$ cat src/rtl/core/mcfrr_pkg.sv
// Package with the byte codes, element identifiers and register indexes of the frame responder.
package mcfrr_pkg;

  localparam int unsigned ByteW   = 8;
  localparam int unsigned WordW   = 16;
  localparam int unsigned CfgIdxW = 3;
  localparam int unsigned LenW    = 4;
  localparam int unsigned SeenW   = 2;
  localparam int unsigned BeatIdxW = 4;

  // Framing bytes.
  localparam logic [ByteW-1:0] StartByte  = 8'h7E;
  localparam logic [ByteW-1:0] CloseByte  = 8'h7F;
  localparam logic [ByteW-1:0] AddrByte   = 8'hFF;
  localparam logic [ByteW-1:0] CmdLenByte = 8'h84;
  localparam logic [ByteW-1:0] LenMask    = 8'h0F;

  // Element identifiers (high byte, low byte).
  localparam logic [WordW-1:0] IdTemp      = 16'h0606;
  localparam logic [WordW-1:0] IdPower     = 16'h17FF;
  localparam logic [WordW-1:0] IdGain      = 16'h18FF;
  localparam logic [WordW-1:0] IdFrequency = 16'h16FF;
  localparam logic [WordW-1:0] IdTempAlarm = 16'h0002;
  localparam logic [WordW-1:0] IdMute      = 16'h0601;

  // Reset values of the reported words.
  localparam logic [WordW-1:0] TempNormalRst = 16'd258;
  localparam logic [WordW-1:0] TempAlarmRst  = 16'd323;
  localparam logic [WordW-1:0] PowerRst      = 16'd300;
  localparam logic [WordW-1:0] GainRst       = 16'd520;
  localparam logic [WordW-1:0] FrequencyRst  = 16'd950;
  localparam logic [WordW-1:0] MuteRst       = 16'd1;

  // Configuration register indexes.
  typedef enum logic [CfgIdxW-1:0] {
    REG_TEMP_NORMAL = 3'd0,
    REG_TEMP_ALARM  = 3'd1,
    REG_POWER       = 3'd2,
    REG_GAIN        = 3'd3,
    REG_FREQUENCY   = 3'd4,
    REG_MUTE        = 3'd5
  } cfg_reg_e;

  // Positions of the beats within a reply frame.
  localparam logic [BeatIdxW-1:0] BeatStart   = 4'd0;
  localparam logic [BeatIdxW-1:0] BeatAddr    = 4'd1;
  localparam logic [BeatIdxW-1:0] BeatCmdLen  = 4'd2;
  localparam logic [BeatIdxW-1:0] BeatIdHigh  = 4'd3;
  localparam logic [BeatIdxW-1:0] BeatIdLow   = 4'd4;
  localparam logic [BeatIdxW-1:0] BeatValHigh = 4'd5;
  localparam logic [BeatIdxW-1:0] BeatValLow  = 4'd6;
  localparam logic [BeatIdxW-1:0] BeatCheck   = 4'd7;
  localparam logic [BeatIdxW-1:0] BeatClose   = 4'd8;

endpackage

$ cat src/rtl/core/mc_frame_request_responder_top.sv
// Top level of the monitoring frame request responder: deframer, lookup and reply buffer.

// Each received byte is one beat on the slave stream. The deframer hunts for the start
// byte 0x7E, skips the address byte, takes the data length from the low nibble of the
// command byte, keeps the first two data bytes as the element identifier and waits
// through the checksum and closing bytes. On the closing byte a known identifier loads a
// nine-byte reply (0x7E, 0xFF, 0x84, identifier, 16-bit value, check, 0x7F) into the
// reply buffer, which then presents one byte per beat on the master stream with tlast on
// the closing 0x7F. Unknown identifiers are consumed silently. The only input stall is a
// closing byte that arrives while the previous reply is still in the reply buffer and its
// closing beat does not leave in that same cycle, since the reply buffer holds one frame.
// This holds whether or not the new identifier is known.
// The temperature-alarm query answers the current alarm flag and then toggles it; the flag
// also picks which temperature word the temperature query reports. Configuration writes
// are always accepted and should be made while no request is in flight.
module mc_frame_request_responder_top
  import mcfrr_pkg::*;
(
  input  logic               clk_i,
  input  logic               rst_ni,
  // Request byte stream.
  input  logic               s_axis_tvalid,
  output logic               s_axis_tready,
  input  logic [ByteW-1:0]   s_axis_tdata,   // [7:0] rx_byte
  // Reply byte stream.
  output logic               m_axis_tvalid,
  input  logic               m_axis_tready,
  output logic [ByteW-1:0]   m_axis_tdata,   // [7:0] reply_byte
  output logic               m_axis_tlast,   // reply_last
  // Configuration write channel.
  input  logic               cfg_valid_i,
  output logic               cfg_ready_o,
  input  logic [CfgIdxW-1:0] cfg_index_i,
  input  logic [WordW-1:0]   cfg_data_i
);

  typedef enum logic [2:0] {
    PH_HUNT   = 3'd0,
    PH_ADDR   = 3'd1,
    PH_CMDLEN = 3'd2,
    PH_DATA   = 3'd3,
    PH_CHECK  = 3'd4,
    PH_CLOSE  = 3'd5
  } phase_e;

  // Configuration words.
  logic [WordW-1:0] temp_normal_q, temp_alarm_q, power_q, gain_q, frequency_q, mute_q;

  always_ff @(posedge clk_i or negedge rst_ni) begin
    if (!rst_ni) begin
      temp_normal_q <= TempNormalRst;
      temp_alarm_q  <= TempAlarmRst;
      power_q       <= PowerRst;
      gain_q        <= GainRst;
      frequency_q   <= FrequencyRst;
      mute_q        <= MuteRst;
    end else if (cfg_valid_i && cfg_ready_o) begin
      case (cfg_index_i)
        REG_TEMP_NORMAL: temp_normal_q <= cfg_data_i;
        REG_TEMP_ALARM:  temp_alarm_q  <= cfg_data_i;
        REG_POWER:       power_q       <= cfg_data_i;
        REG_GAIN:        gain_q        <= cfg_data_i;
        REG_FREQUENCY:   frequency_q   <= cfg_data_i;
        REG_MUTE:        mute_q        <= cfg_data_i;
        default: ;
      endcase
    end
  end

  assign cfg_ready_o = 1'b1;

  // Deframer state.
  phase_e           phase_q, phase_d;
  logic [LenW-1:0]  data_left_q, data_left_d;
  logic [SeenW-1:0] data_seen_q, data_seen_d;
  logic [ByteW-1:0] id_high_q, id_high_d, id_low_q, id_low_d;
  logic             alarm_q, alarm_d;

  // Reply buffer.
  logic                busy_q, busy_d;
  logic [BeatIdxW-1:0] beat_q, beat_d;
  logic [ByteW-1:0]    rep_id_high_q, rep_id_low_q, rep_check_q;
  logic [WordW-1:0]    rep_value_q;

  logic             in_fire, out_fire, out_done, load;
  logic             id_known;
  logic [WordW-1:0] id_word, value;
  logic [ByteW-1:0] check;

  assign in_fire  = s_axis_tvalid && s_axis_tready;
  assign out_fire = m_axis_tvalid && m_axis_tready;
  assign out_done = out_fire && m_axis_tlast;

  // A closing byte may only be taken when the buffer is free or drains this cycle.
  assign s_axis_tready = !(phase_q == PH_CLOSE && busy_q && !out_done);

  // Identifier lookup.
  assign id_word = {id_high_q, id_low_q};

  always_comb begin
    id_known = 1'b1;
    value    = '0;
    if (id_word == IdTemp) begin
      value = alarm_q ? temp_alarm_q : temp_normal_q;
    end else if (id_word == IdPower) begin
      value = power_q;
    end else if (id_word == IdGain) begin
      value = gain_q;
    end else if (id_word == IdFrequency) begin
      value = frequency_q;
    end else if (id_word == IdTempAlarm) begin
      value = {{(WordW-1){1'b0}}, alarm_q};
    end else if (id_word == IdMute) begin
      value = mute_q;
    end else begin
      id_known = 1'b0;
    end
  end

  assign check = ~(AddrByte ^ CmdLenByte ^ id_high_q ^ id_low_q
                   ^ value[WordW-1:ByteW] ^ value[ByteW-1:0]);

  assign load = in_fire && (phase_q == PH_CLOSE) && id_known;

  // Next state of the deframer for an accepted byte.
  always_comb begin
    phase_d     = phase_q;
    data_left_d = data_left_q;
    data_seen_d = data_seen_q;
    id_high_d   = id_high_q;
    id_low_d    = id_low_q;
    alarm_d     = alarm_q;
    if (in_fire) begin
      case (phase_q)
        PH_ADDR: phase_d = PH_CMDLEN;
        PH_CMDLEN: begin
          data_left_d = LenW'(s_axis_tdata & LenMask);
          phase_d     = (data_left_d != '0) ? PH_DATA : PH_CHECK;
        end
        PH_DATA: begin
          if (data_seen_q == 2'd0) begin
            id_high_d   = s_axis_tdata;
            data_seen_d = 2'd1;
          end else if (data_seen_q == 2'd1) begin
            id_low_d    = s_axis_tdata;
            data_seen_d = 2'd2;
          end
          data_left_d = data_left_q - 1'b1;
          if (data_left_d == '0) phase_d = PH_CHECK;
        end
        PH_CHECK: phase_d = PH_CLOSE;
        PH_CLOSE: begin
          phase_d = PH_HUNT;
          if (id_word == IdTempAlarm) alarm_d = !alarm_q;
        end
        default: begin
          phase_d = PH_HUNT;
          if (s_axis_tdata == StartByte) begin
            phase_d     = PH_ADDR;
            data_left_d = '0;
            data_seen_d = '0;
            id_high_d   = '0;
            id_low_d    = '0;
          end
        end
      endcase
    end
  end

  // Reply buffer control.
  always_comb begin
    busy_d = busy_q;
    beat_d = beat_q;
    if (out_fire) begin
      if (out_done) busy_d = 1'b0;
      beat_d = beat_q + 1'b1;
    end
    if (load) begin
      busy_d = 1'b1;
      beat_d = BeatStart;
    end
  end

  always_ff @(posedge clk_i or negedge rst_ni) begin
    if (!rst_ni) begin
      phase_q     <= PH_HUNT;
      data_left_q <= '0;
      data_seen_q <= '0;
      id_high_q   <= '0;
      id_low_q    <= '0;
      alarm_q     <= 1'b0;
      busy_q      <= 1'b0;
      beat_q      <= BeatStart;
    end else begin
      phase_q     <= phase_d;
      data_left_q <= data_left_d;
      data_seen_q <= data_seen_d;
      id_high_q   <= id_high_d;
      id_low_q    <= id_low_d;
      alarm_q     <= alarm_d;
      busy_q      <= busy_d;
      beat_q      <= beat_d;
    end
  end

  // Reply payload, captured once per frame.
  always_ff @(posedge clk_i) begin
    if (load) begin
      rep_id_high_q <= id_high_q;
      rep_id_low_q  <= id_low_q;
      rep_value_q   <= value;
      rep_check_q   <= check;
    end
  end

  // Byte select for the current beat.
  always_comb begin
    case (beat_q)
      BeatStart:   m_axis_tdata = StartByte;
      BeatAddr:    m_axis_tdata = AddrByte;
      BeatCmdLen:  m_axis_tdata = CmdLenByte;
      BeatIdHigh:  m_axis_tdata = rep_id_high_q;
      BeatIdLow:   m_axis_tdata = rep_id_low_q;
      BeatValHigh: m_axis_tdata = rep_value_q[WordW-1:ByteW];
      BeatValLow:  m_axis_tdata = rep_value_q[ByteW-1:0];
      BeatCheck:   m_axis_tdata = rep_check_q;
      BeatClose:   m_axis_tdata = CloseByte;
      default:     m_axis_tdata = CloseByte;
    endcase
  end

  assign m_axis_tvalid = busy_q;
  assign m_axis_tlast  = (beat_q == BeatClose);

  // The input stalls only on a closing byte while a reply is still draining.
  assert property (@(posedge clk_i) disable iff (!rst_ni)
    !s_axis_tready |-> (phase_q == PH_CLOSE) && busy_q)
    else $error("input stalled outside a pending reply");

  // A new reply never overwrites one that still has beats to deliver.
  assert property (@(posedge clk_i) disable iff (!rst_ni)
    load |-> !busy_q || out_done)
    else $error("reply buffer overrun");

  // After the closing beat leaves, the stream goes quiet unless a new reply was loaded.
  assert property (@(posedge clk_i) disable iff (!rst_ni)
    out_done && !load |=> !m_axis_tvalid)
    else $error("reply continues past its closing beat");

  // The data phase always has at least one byte left to take.
  assert property (@(posedge clk_i) disable iff (!rst_ni)
    (phase_q == PH_DATA) |-> (data_left_q != '0))
    else $error("data phase with no bytes left");

endmodule

$ cat config.mk
export PLATFORM = sky130hd
export DESIGN_NAME = mc_frame_request_responder_top
export DESIGN_NICKNAME = d
export VERILOG_FILES = /design/src/rtl/core/mcfrr_pkg.sv /design/src/rtl/core/mc_frame_request_responder_top.sv
export SDC_FILE = /design/constraint.sdc
export NUM_CORES = 1
export LEC_CHECK = 0
export ABC_AREA = 1
export BUFFER_PORTS_ARGS = -buffer_cell sky130_fd_sc_hd__buf_4
export CAP_MARGIN = 20
export CORE_MARGIN = 1.5
export CORE_UTILIZATION = 45
export CTS_CLUSTER_DIAMETER = 120
export CTS_CLUSTER_SIZE = 8
export DETAILED_ROUTE_END_ITERATION = 8
export GPL_ROUTABILITY_DRIVEN = 1
export GPL_TIMING_DRIVEN = 0
export HOLD_SLACK_MARGIN = 0.1
export SYNTH_ARGS = -nofsm -noshare
export SYNTH_HDL_FRONTEND = slang
export SYNTH_SLANG_ARGS = --single-unit
$ cat constraint.sdc
create_clock -name clk_i -period 2.92 [get_ports clk_i]
set_input_delay 0 -clock clk_i [delete_from_list [all_inputs] [get_ports clk_i]]
set_output_delay 0 -clock clk_i [all_outputs]
set_load 0.1 [all_outputs]
Word-level counts from Yosys, hierarchy flattened
Index checks and enable logic that the tools add are counted.

Add/subtract/negate cells: 2. Equality and inequality tests: 31. Mux-type cells: 35. Bitwise logic cells: 7. Reductions and logical operators: 34.

Operator list (count): $mux 16 (7); $pmux 8 s8 (1); $eq 16x13->1 const B (3); $eq 16x11->1 const B (2); $mux 8 (4); $pmux 8 s2 (2); $xor 8x8->8 (3); $eq 16x2->1 const B (1); $eq 4x3->1 const B (4); $reduce_and 2->1 (8); $pmux 3 s5 (1); $eq 3x2->1 const B (4); $eq 3x3->1 const B (4); $mux 4 (3); $pmux 4 s3 (1); $mux 1 (10); $eq 4x2->1 const B (2); $eq 8x7->1 const B (1); $logic_not 4->1 (2); $ne 2x2->1 const B (4); $not 8->8 (1); $reduce_and 4->1 (2); $logic_and 1x1->1 (7); $eq 3x1->1 const B (2); other kinds (21) (30).

Register bits after elaboration: 167. Bits of input ports: 32. Output and inout port bits: 12. Word-level logic and storage cells: 127.

Depth between registers and ports, before layout
Gate-level depths: netlist of the first run.

Word-level depth: 10. Gate-level depth with buffers: 15. Mapped depth without buffers: 15.

Worst setup path before layout of the first run
No wires, ideal clock.

Kind: reg2reg. From: register busy_q, in the netlist m_axis_tvalid. To: register rep_check_q[0], enable pin. Arrival time: 2889 ps. Data required time: 2527 ps. Path slack: -362 ps. Cell stages (with the launch flop): 8. Path buffers: 0. Clock period less this slack: 3282 ps. Path through: dfrtp_1 -> o21ai_1 -> inv_1 -> nand2_1 -> nand2_2 -> inv_1 -> nand2_1 -> a31oi_4.

Longest elaborated chain between the ends: 8. Elaborated cells on any way between the ends: 9. Those cells by class: 9 x reduce/logical.

RTL lines: from (decl) (RTL line mc_frame_request_responder_top.sv:80) `logic busy_q, busy_d;`; from (signal assigned) (RTL line mc_frame_request_responder_top.sv:201) `busy_q <= busy_d;`; $logic_and 1x1->1 (RTL line mc_frame_request_responder_top.sv:91) `assign out_fire = m_axis_tvalid && m_axis_tready;`; $logic_and 1x1->1 (RTL line mc_frame_request_responder_top.sv:92) `assign out_done = out_fire && m_axis_tlast;`; $logic_not 1->1 (RTL line mc_frame_request_responder_top.sv:95) `assign s_axis_tready = !(phase_q == PH_CLOSE && busy_q && !out_done);`; $logic_and 1x1->1 * (RTL line mc_frame_request_responder_top.sv:95); $logic_not 1->1 * (RTL line mc_frame_request_responder_top.sv:95); net s_axis_tready (RTL line mc_frame_request_responder_top.sv:23) `output logic s_axis_tready,`; $logic_and 1x1->1 * (RTL line mc_frame_request_responder_top.sv:90) `assign in_fire = s_axis_tvalid && s_axis_tready;`; $logic_and 1x1->1 * (2 in series) (RTL line mc_frame_request_responder_top.sv:123) `assign load = in_fire && (phase_q == PH_CLOSE) && id_known;`; to (signal assigned) (RTL line mc_frame_request_responder_top.sv:212) `rep_check_q <= check;`; to (decl) (RTL line mc_frame_request_responder_top.sv:82) `logic [ByteW-1:0] rep_id_high_q, rep_id_low_q, rep_check_q;`.

The timed path passes the listed nets; every way through them passes the cells marked *. A chain may end at the register's enable or synchronous reset.

Final worst setup path of the first run
From: register beat_q[0]. To: register rep_value_q[8], enable pin.

Longest elaborated chain between the ends: 8.

RTL lines: from (decl) (RTL line mc_frame_request_responder_top.sv:81) `logic [BeatIdxW-1:0] beat_q, beat_d;`; from (signal assigned) (RTL line mc_frame_request_responder_top.sv:193) `beat_q <= BeatStart;`; from (signal assigned) (RTL line mc_frame_request_responder_top.sv:202) `beat_q <= beat_d;`; $eq 4x4->1 (RTL line mc_frame_request_responder_top.sv:233) `assign m_axis_tlast = (beat_q == BeatClose);`; $logic_and 1x1->1 (RTL line mc_frame_request_responder_top.sv:92); $logic_not 1->1 (RTL line mc_frame_request_responder_top.sv:95); $logic_and 1x1->1 (RTL line mc_frame_request_responder_top.sv:95); $logic_not 1->1 (RTL line mc_frame_request_responder_top.sv:95); $logic_and 1x1->1 (RTL line mc_frame_request_responder_top.sv:90); $logic_and 1x1->1 (2 in series) (RTL line mc_frame_request_responder_top.sv:123); to (signal assigned) (RTL line mc_frame_request_responder_top.sv:211) `rep_value_q <= value;`; to (decl) (RTL line mc_frame_request_responder_top.sv:83) `logic [WordW-1:0] rep_value_q;`.

No other way between the ends.

==> results of run 1 <==
-- state kept, by name (all words and copies together) (netlist names), 16 cells and up --
register and count:
gain_q 16, temp_alarm_q 16, power_q 16, mute_q 16
temp_normal_q 16, rep_value_q 16, frequency_q 16
-- final timing paths --
kind	from	end	slack (ns)	depth (start not counted)
setup / recovery	beat_q[0]	rep_value_q[8]	0.28	10
min in group asynchronous	rst_ni	temp_normal_q[10]	0.13	2
max in group asynchronous	rst_ni	frequency_q[1]	2.00	3
hold / removal	s_axis_tvalid	data_left_q[2]	0.11	5
hold reg to reg	gain_q[10]	gain_q[10]	0.48	2
setup reg to reg	beat_q[0]	rep_value_q[8]	0.28	10
-- repair_timing --
action	in CTS	in global routing
endpoints found under the hold margin	234	0
setup endpoints to repair	0	20
hold buffers	33	0
-- cell families after synthesis --
group	after synthesis	share of synthesized area, %
AO/OA/AOI/OAI	190	13.1
adder cells (fa/ha/maj)	8	1.15
XOR/XNOR	11	1.11
other	1	0.0432
flip-flops	167	50.7
AND/OR/NAND/NOR	502	26.6
buffers and inverters	141	7.04
multiplexers	2	0.230
-- layout make-up --
type / instances / area (um^2)
buffer: 36 / 213
clock buffer: 19 / 444
clock inverter: 13 / 111
fill: 1769 / 8540
inverter: 105 / 399
multi-input combinational: 715 / 3690
sequential: 167 / 4410
tap: 260 / 325
timing repair buffer: 77 / 704
-- power by group through the flow --
stage               Combinational [uW]  Clock (uW)  Sequential [uW]
floorplan                          384           0             2870
global placement                   547           0             2910
detailed placement                 571           0             2920
CTS                                606        2190             2880
global route                       696        2280             2920
finish                             603        2160             2880
-- metal layers --
layer,track usage (%),vias up
met5,0,-
met4,7.92,0
met3,5.22,36
met2,41.1,213
met1,37.0,3560
li1,-,3572
-- layout by cell type, fill, tap and decap left out, types with 20 or more instances in the layout --
cell type,netlist,final
dfrtp_1,107,106
clkbuf_1,20,20
dfstp_2,20,20
nand3_1,81,81
edfxtp_1,40,40
inv_1,88,88
nand2_1,283,282
buf_4,4,45
dlygate4sd3_1,0,33
o21ai_0,118,118
nor2_1,65,65
-- worst reg2reg max path, cell delays in order (launching register included) --
cell and delay, ns:
dfrtp_1 0.42, inv_1 0.12, ha_1 0.20, nand3_1 0.13, o21ai_1 0.14, inv_1 0.09
nand2_2 0.08, nand2_2 0.11, inv_1 0.12, nand2_1 0.16, a31oi_2 0.70
-- stage by stage --
step | hold slack (ns) | TNS, ns | cells
2_1_floorplan | -0.296 | 0 | 1022
3_3_place_gp | 0.321 | -4.10 | 1324
3_5_place_dp | 0.0378 | 0 | 1326
4_1_cts | 0.101 | 0 | 1391
5_1_grt | 0.149 | 0 | 1392
6_report | 0.113 | 0 | 1392
==> run metrics, run 1 <==
Synth Flop Type=dfrtp_1; largest net degree at the start of global routing=66; peak supply drop=0.404 mV; most common cell in the synthesized netlist=nand2_1; Yosys warnings=0; Post-synth top cells=283 x nand2_1, 118 x o21ai_0, 107 x dfrtp_1; register area share after synthesis=50.7%; worst-path cell chain=inv_1 > ha_1 > nand3_1 > o21ai_1 > inv_1 > nand2_2 > nand2_2 > inv_1 > nand2_1 > a31oi_2; synth unique cells=53; Yosys top cell by area=dfrtp_1; uppermost layer routed=met4; via count=7381; Worst EP required=2.98 ns; total CTS buffers=17; Nets=1159; First DRT Iteration DRCs=622; synthesis-to-finish area growth=18.4%; largest stage delay on the critical path=0.70 ns; First-pass DRT Iterations=7; Reg clk slew, reported paths=0.07 ns; Placer Congestion=0.900; Async SR Flop Fraction=76.0%; critical setup path kind=flop to flop; Combinational Power Share=10.7%; Max Buffers Root-to-Sink=2; Core Util, Final=54.6%; CTS H-tree depth=4; IO Pins=44; syn nets=1062; DR WL/cell=18.1 um; Setup crit start kind=flop; largest cells by area after synthesis=dfrtp_1 31%, edfxtp_1 14%, nand2_1 12%; quantity of I/O buffers inserted on ports=42; Power, Total=5640 uW; GR Overflow Total=0; RSZ-0062 raised after global routing=false; Seq pwr share=51.1%; die height=142 um; clock share of power=38.2%; outcome=complete, no violations; Core Box Area=18800 um^2; Max Slew Vio Count=0; CP max FO=12; Post-route DRC=0; M1 WL=11400 um; Clock Skew=0.00985 ns; critical path capture point type=flop; Sw Share=27.5%; Via density=5.30; most frequent cell on the critical path=inv_1; Post-synth EDFFs=40; Crit path max-delay family=compound AO/OA/AOI/OAI gates; Post-Synthesis Cell Area=8690 um^2; CP bufs+invs=3; starting density of the core=46.1%; TritonCTS clock tree=done; crit path time final=2.64 ns; met2 WL=11800 um; fraction of layout cells with a size suffix above 1=17.2%; die area=20100 um^2; aggregate routed wire length=25100 um; DRT antenna net count=0; Avg Inst Size Synth=8.50 um^2; Final Hold Viols=0; Root Driver=clkbuf_16; initial antenna violation count=0; pre-CTS setup slack=0.127 ns; Rel. slew slack=45.1%; Power per Cell Area=548 nW/um^2; Post-Synthesis Cells=1022; Clk Latency, worst-skew pair=0.43 ns; # diodes=0; PostCTS Resize Cnt=0; vias in the first global route=6912; final worst slack=0.277 ns; Internal Power=4090 uW; # rows=50; sw power=1550 uW; Met3 Routed Length=1340 um; Worst EP arrival=2.70 ns; Final setup viols=0; HPWL after DPL=17900 um; postcts setup bufs=0; fin crit share=90.5%; Leak=0.00477 uW; Max-Cap Viols=0; clk sinks=167; Min-Delay Path Class=input pin to flop; Worst-Margin Slew=0.821 ns; DIE WIDTH=142 um; crit path max-delay cell type=a31oi_2; Max Clk Rate=0.378 GHz; first-pass GRT wire length=39400 um; post-route cell area=10300 um^2; gr usage total=26.3%; post-place instance area=9390 um^2; Yosys reg bits=167; share of the synthesized area in the top cell type=30.8%
Note: power is estimated with default switching activity, not from simulation.
==> run 2: changes to the inputs <==
Settings changed: CELL_PAD_IN_SITES_DETAIL_PLACEMENT set to 1, CELL_PAD_IN_SITES_GLOBAL_PLACEMENT set to 2, CORE_UTILIZATION 45 to 38, PLACE_DENSITY_LB_ADDON set to 0.1.
==> run 2 against run 1 <==
Clock skew rose by 0.0049 ns. Highest routed layer unchanged. First-iteration DRC count fell by 46%. Worst hold slack improved by 0.033 ns. Count of clock-buffer cells in the layout fell by 1. Sequential share of layout area fell by 0.36 points. Non-clock buffer count rose by 8. Register-to-register slack improved by 0.22 ns. Total power rose by 1.1%.
==> run metrics, run 2 (synthesized netlist as in run 1, its figures left out) <==
# diodes=0 (unchanged); FF-to-FF setup slack=0.50 ns (+0.22 ns); first-pass GRT wire length=44900 um (+14%); post-route cell area=10400 um^2 (+0.84%); worst r2r path cells=11 (+1); Max Clk Rate=0.365 GHz (-3.6%); Core Box Area=22500 um^2 (+20%); gr usage total=25.5% (-0.73 points); critical setup path kind=flop to output port; Max Buffers Root-to-Sink=2 (unchanged); Worst EP required=2.92 ns (-0.06 ns); Power, Total=5700 uW (+1.1%); Power per Cell Area=549 nW/um^2 (+0.23%); fin crit share=93.9% (+3.4 points); leading cell types in the layout, fill and taps excluded=282 x nand2_1, 118 x o21ai_0, 106 x dfrtp_1; aggregate routed wire length=28800 um (+15%); Rel. slew slack=46.8% (+1.7 points); critical path capture point type=output port; crit path time final=2.74 ns (+0.0985 ns); First DRT Iteration DRCs=338 (-46%); Reg clk slew, reported paths=0.07 ns (about the same); Clk Latency, worst-skew pair=0.45 ns (+0.02 ns); via count=7396 (+0.20%); # rows=55 (+10%); peak supply drop=0.388 mV (-4.1%); reg2reg start=beat_q[1]; Placer Congestion=0.865 (-3.8%); First-pass DRT Iterations=5 (-2); Clock Skew=0.0147 ns (+0.00489 ns); DR WL/cell=20.2 um (+12%); DIE WIDTH=154 um (+8.6%); number of fill cells=2654 (+50%); vias in the first global route=7603 (+10%); Post-route DRC=0 (unchanged); outcome=complete, no violations; Final Hold Viols=0 (unchanged); Hold WS=0.146 ns (+0.0331 ns); TritonCTS clock tree=done; Worst-Margin Slew=0.795 ns (-0.0261 ns); Root Driver=clkbuf_16; IO Pins=44 (unchanged); RSZ-0062 raised after global routing=false; Worst EP arrival=2.74 ns (+0.04 ns); starting density of the core=38.6% (-7.5 points); Max Slew Vio Count=0 (unchanged); HPWL after DPL=20800 um (+16%); clk sinks=167 (unchanged); Nets=1166 (+0.60%); die area=23800 um^2 (+18%); CP max FO=9 (-3); Final setup viols=0 (unchanged); fraction of layout cells with a size suffix above 1=17.4% (+0.16 points); initial antenna violation count=0 (unchanged); Crit. Startpoint=beat_q[1]; total CTS buffers=17 (unchanged); synthesis-to-finish area growth=19.4%; Leak=0.00479 uW (+0.46%); quantity of I/O buffers inserted on ports=42 (unchanged); Max-Cap Viols=0 (unchanged); Via density=5.19 (-2.0%); DRT antenna net count=0 (unchanged); CTS H-tree depth=4 (unchanged); GR Overflow Total=0 (unchanged); post-place instance area=9410 um^2 (+0.25%); PostCTS Resize Cnt=0 (unchanged); largest net degree at the start of global routing=94 (+42%); Min-Delay Path Class=input pin to asynchronous set/reset pin; FF-to-FF End=rep_check_q[5]; most common cell after layout, fill and taps aside=nand2_1; die height=154 um (+8.6%); Setup crit start kind=flop; Worst Setup EP=m_axis_tdata[3]
[run 2: worst min path at each step]
stage / start / cells after the start / end / slack (ns)
after CTS: cfg_valid_i / 6 / power_q[15] / 0.11
after global routing: rst_ni / 2 / temp_normal_q[1] / 0.15
after global placement: s_axis_tdata[5] / 3 / id_high_q[5] / 0.32
final: rst_ni / 2 / temp_normal_q[1] / 0.15
after floorplan: rst_ni / 0 / alarm_q / -0.30
after detailed placement: rst_ni / 1 / temp_normal_q[0] / -0.06
[run 2: cell type report]
type	count	area [um^2]	area share, %
flip-flops and latches	167	4410	42.5
multi-input cells	714	3670	35.4
repair buffers	85	774	7.46
clock buffers	18	429	4.14
inverters	105	399	3.85
well taps	285	357	3.44
plain buffers	36	213	2.05
clock inverters	14	124	1.19
[run 2: what timing repair did]
item	CTS	global route
endpoints found under the setup margin	0	15
setup buffers	0	5
hold buffers	36	0
hold endpoints to repair	235	0
[run 2: worst max-delay path: stages, from the launching register on]
cell     delay (ns)
dfrtp_1        0.41
inv_1          0.11
ha_1           0.22
inv_1          0.05
nor2_1         0.62
nor3_1         0.14
nand2_1        0.30
nand3_1        0.17
buf_4          0.27
[run 2: metal layers]
metal / share of wire (%) / GRT usage (%) / wire, um / vias up
li1: - / - / - / 3576
met1: 48 / 36.0 / 13900 / 3667
met2: 46 / 40.5 / 13400 / 124
met3: 3.1 / 3.98 / 888 / 29
met4: 2.1 / 7.95 / 614 / 0
met5: 0 / 0 / 0 / -
[run 2: per-stage QoR]
step | setup WS (ns) | util (%) | setup TNS, ns | std cells
2_1_floorplan | 0.0281 | - | 0 | 1022
3_5_place_dp | 0.208 | 41.8 | 0 | 1351
6_report | 0.179 | 46.1 | 0 | 1424
5_1_grt | 0.0175 | 46.1 | 0 | 1424
4_1_cts | 0.119 | 45.9 | 0 | 1419
3_3_place_gp | -0.187 | 41.6 | -7.59 | 1349
[run 2: where the power goes]
part | switching (uW) | leakage, uW | total [uW] | internal (uW)
clock network | 1030 | 0.000264 | 2200 | 1180
registers | 176 | 0.00187 | 2880 | 2700
logic | 372 | 0.00266 | 618 | 246
total | 1570 | 0.00479 | 5700 | 4130
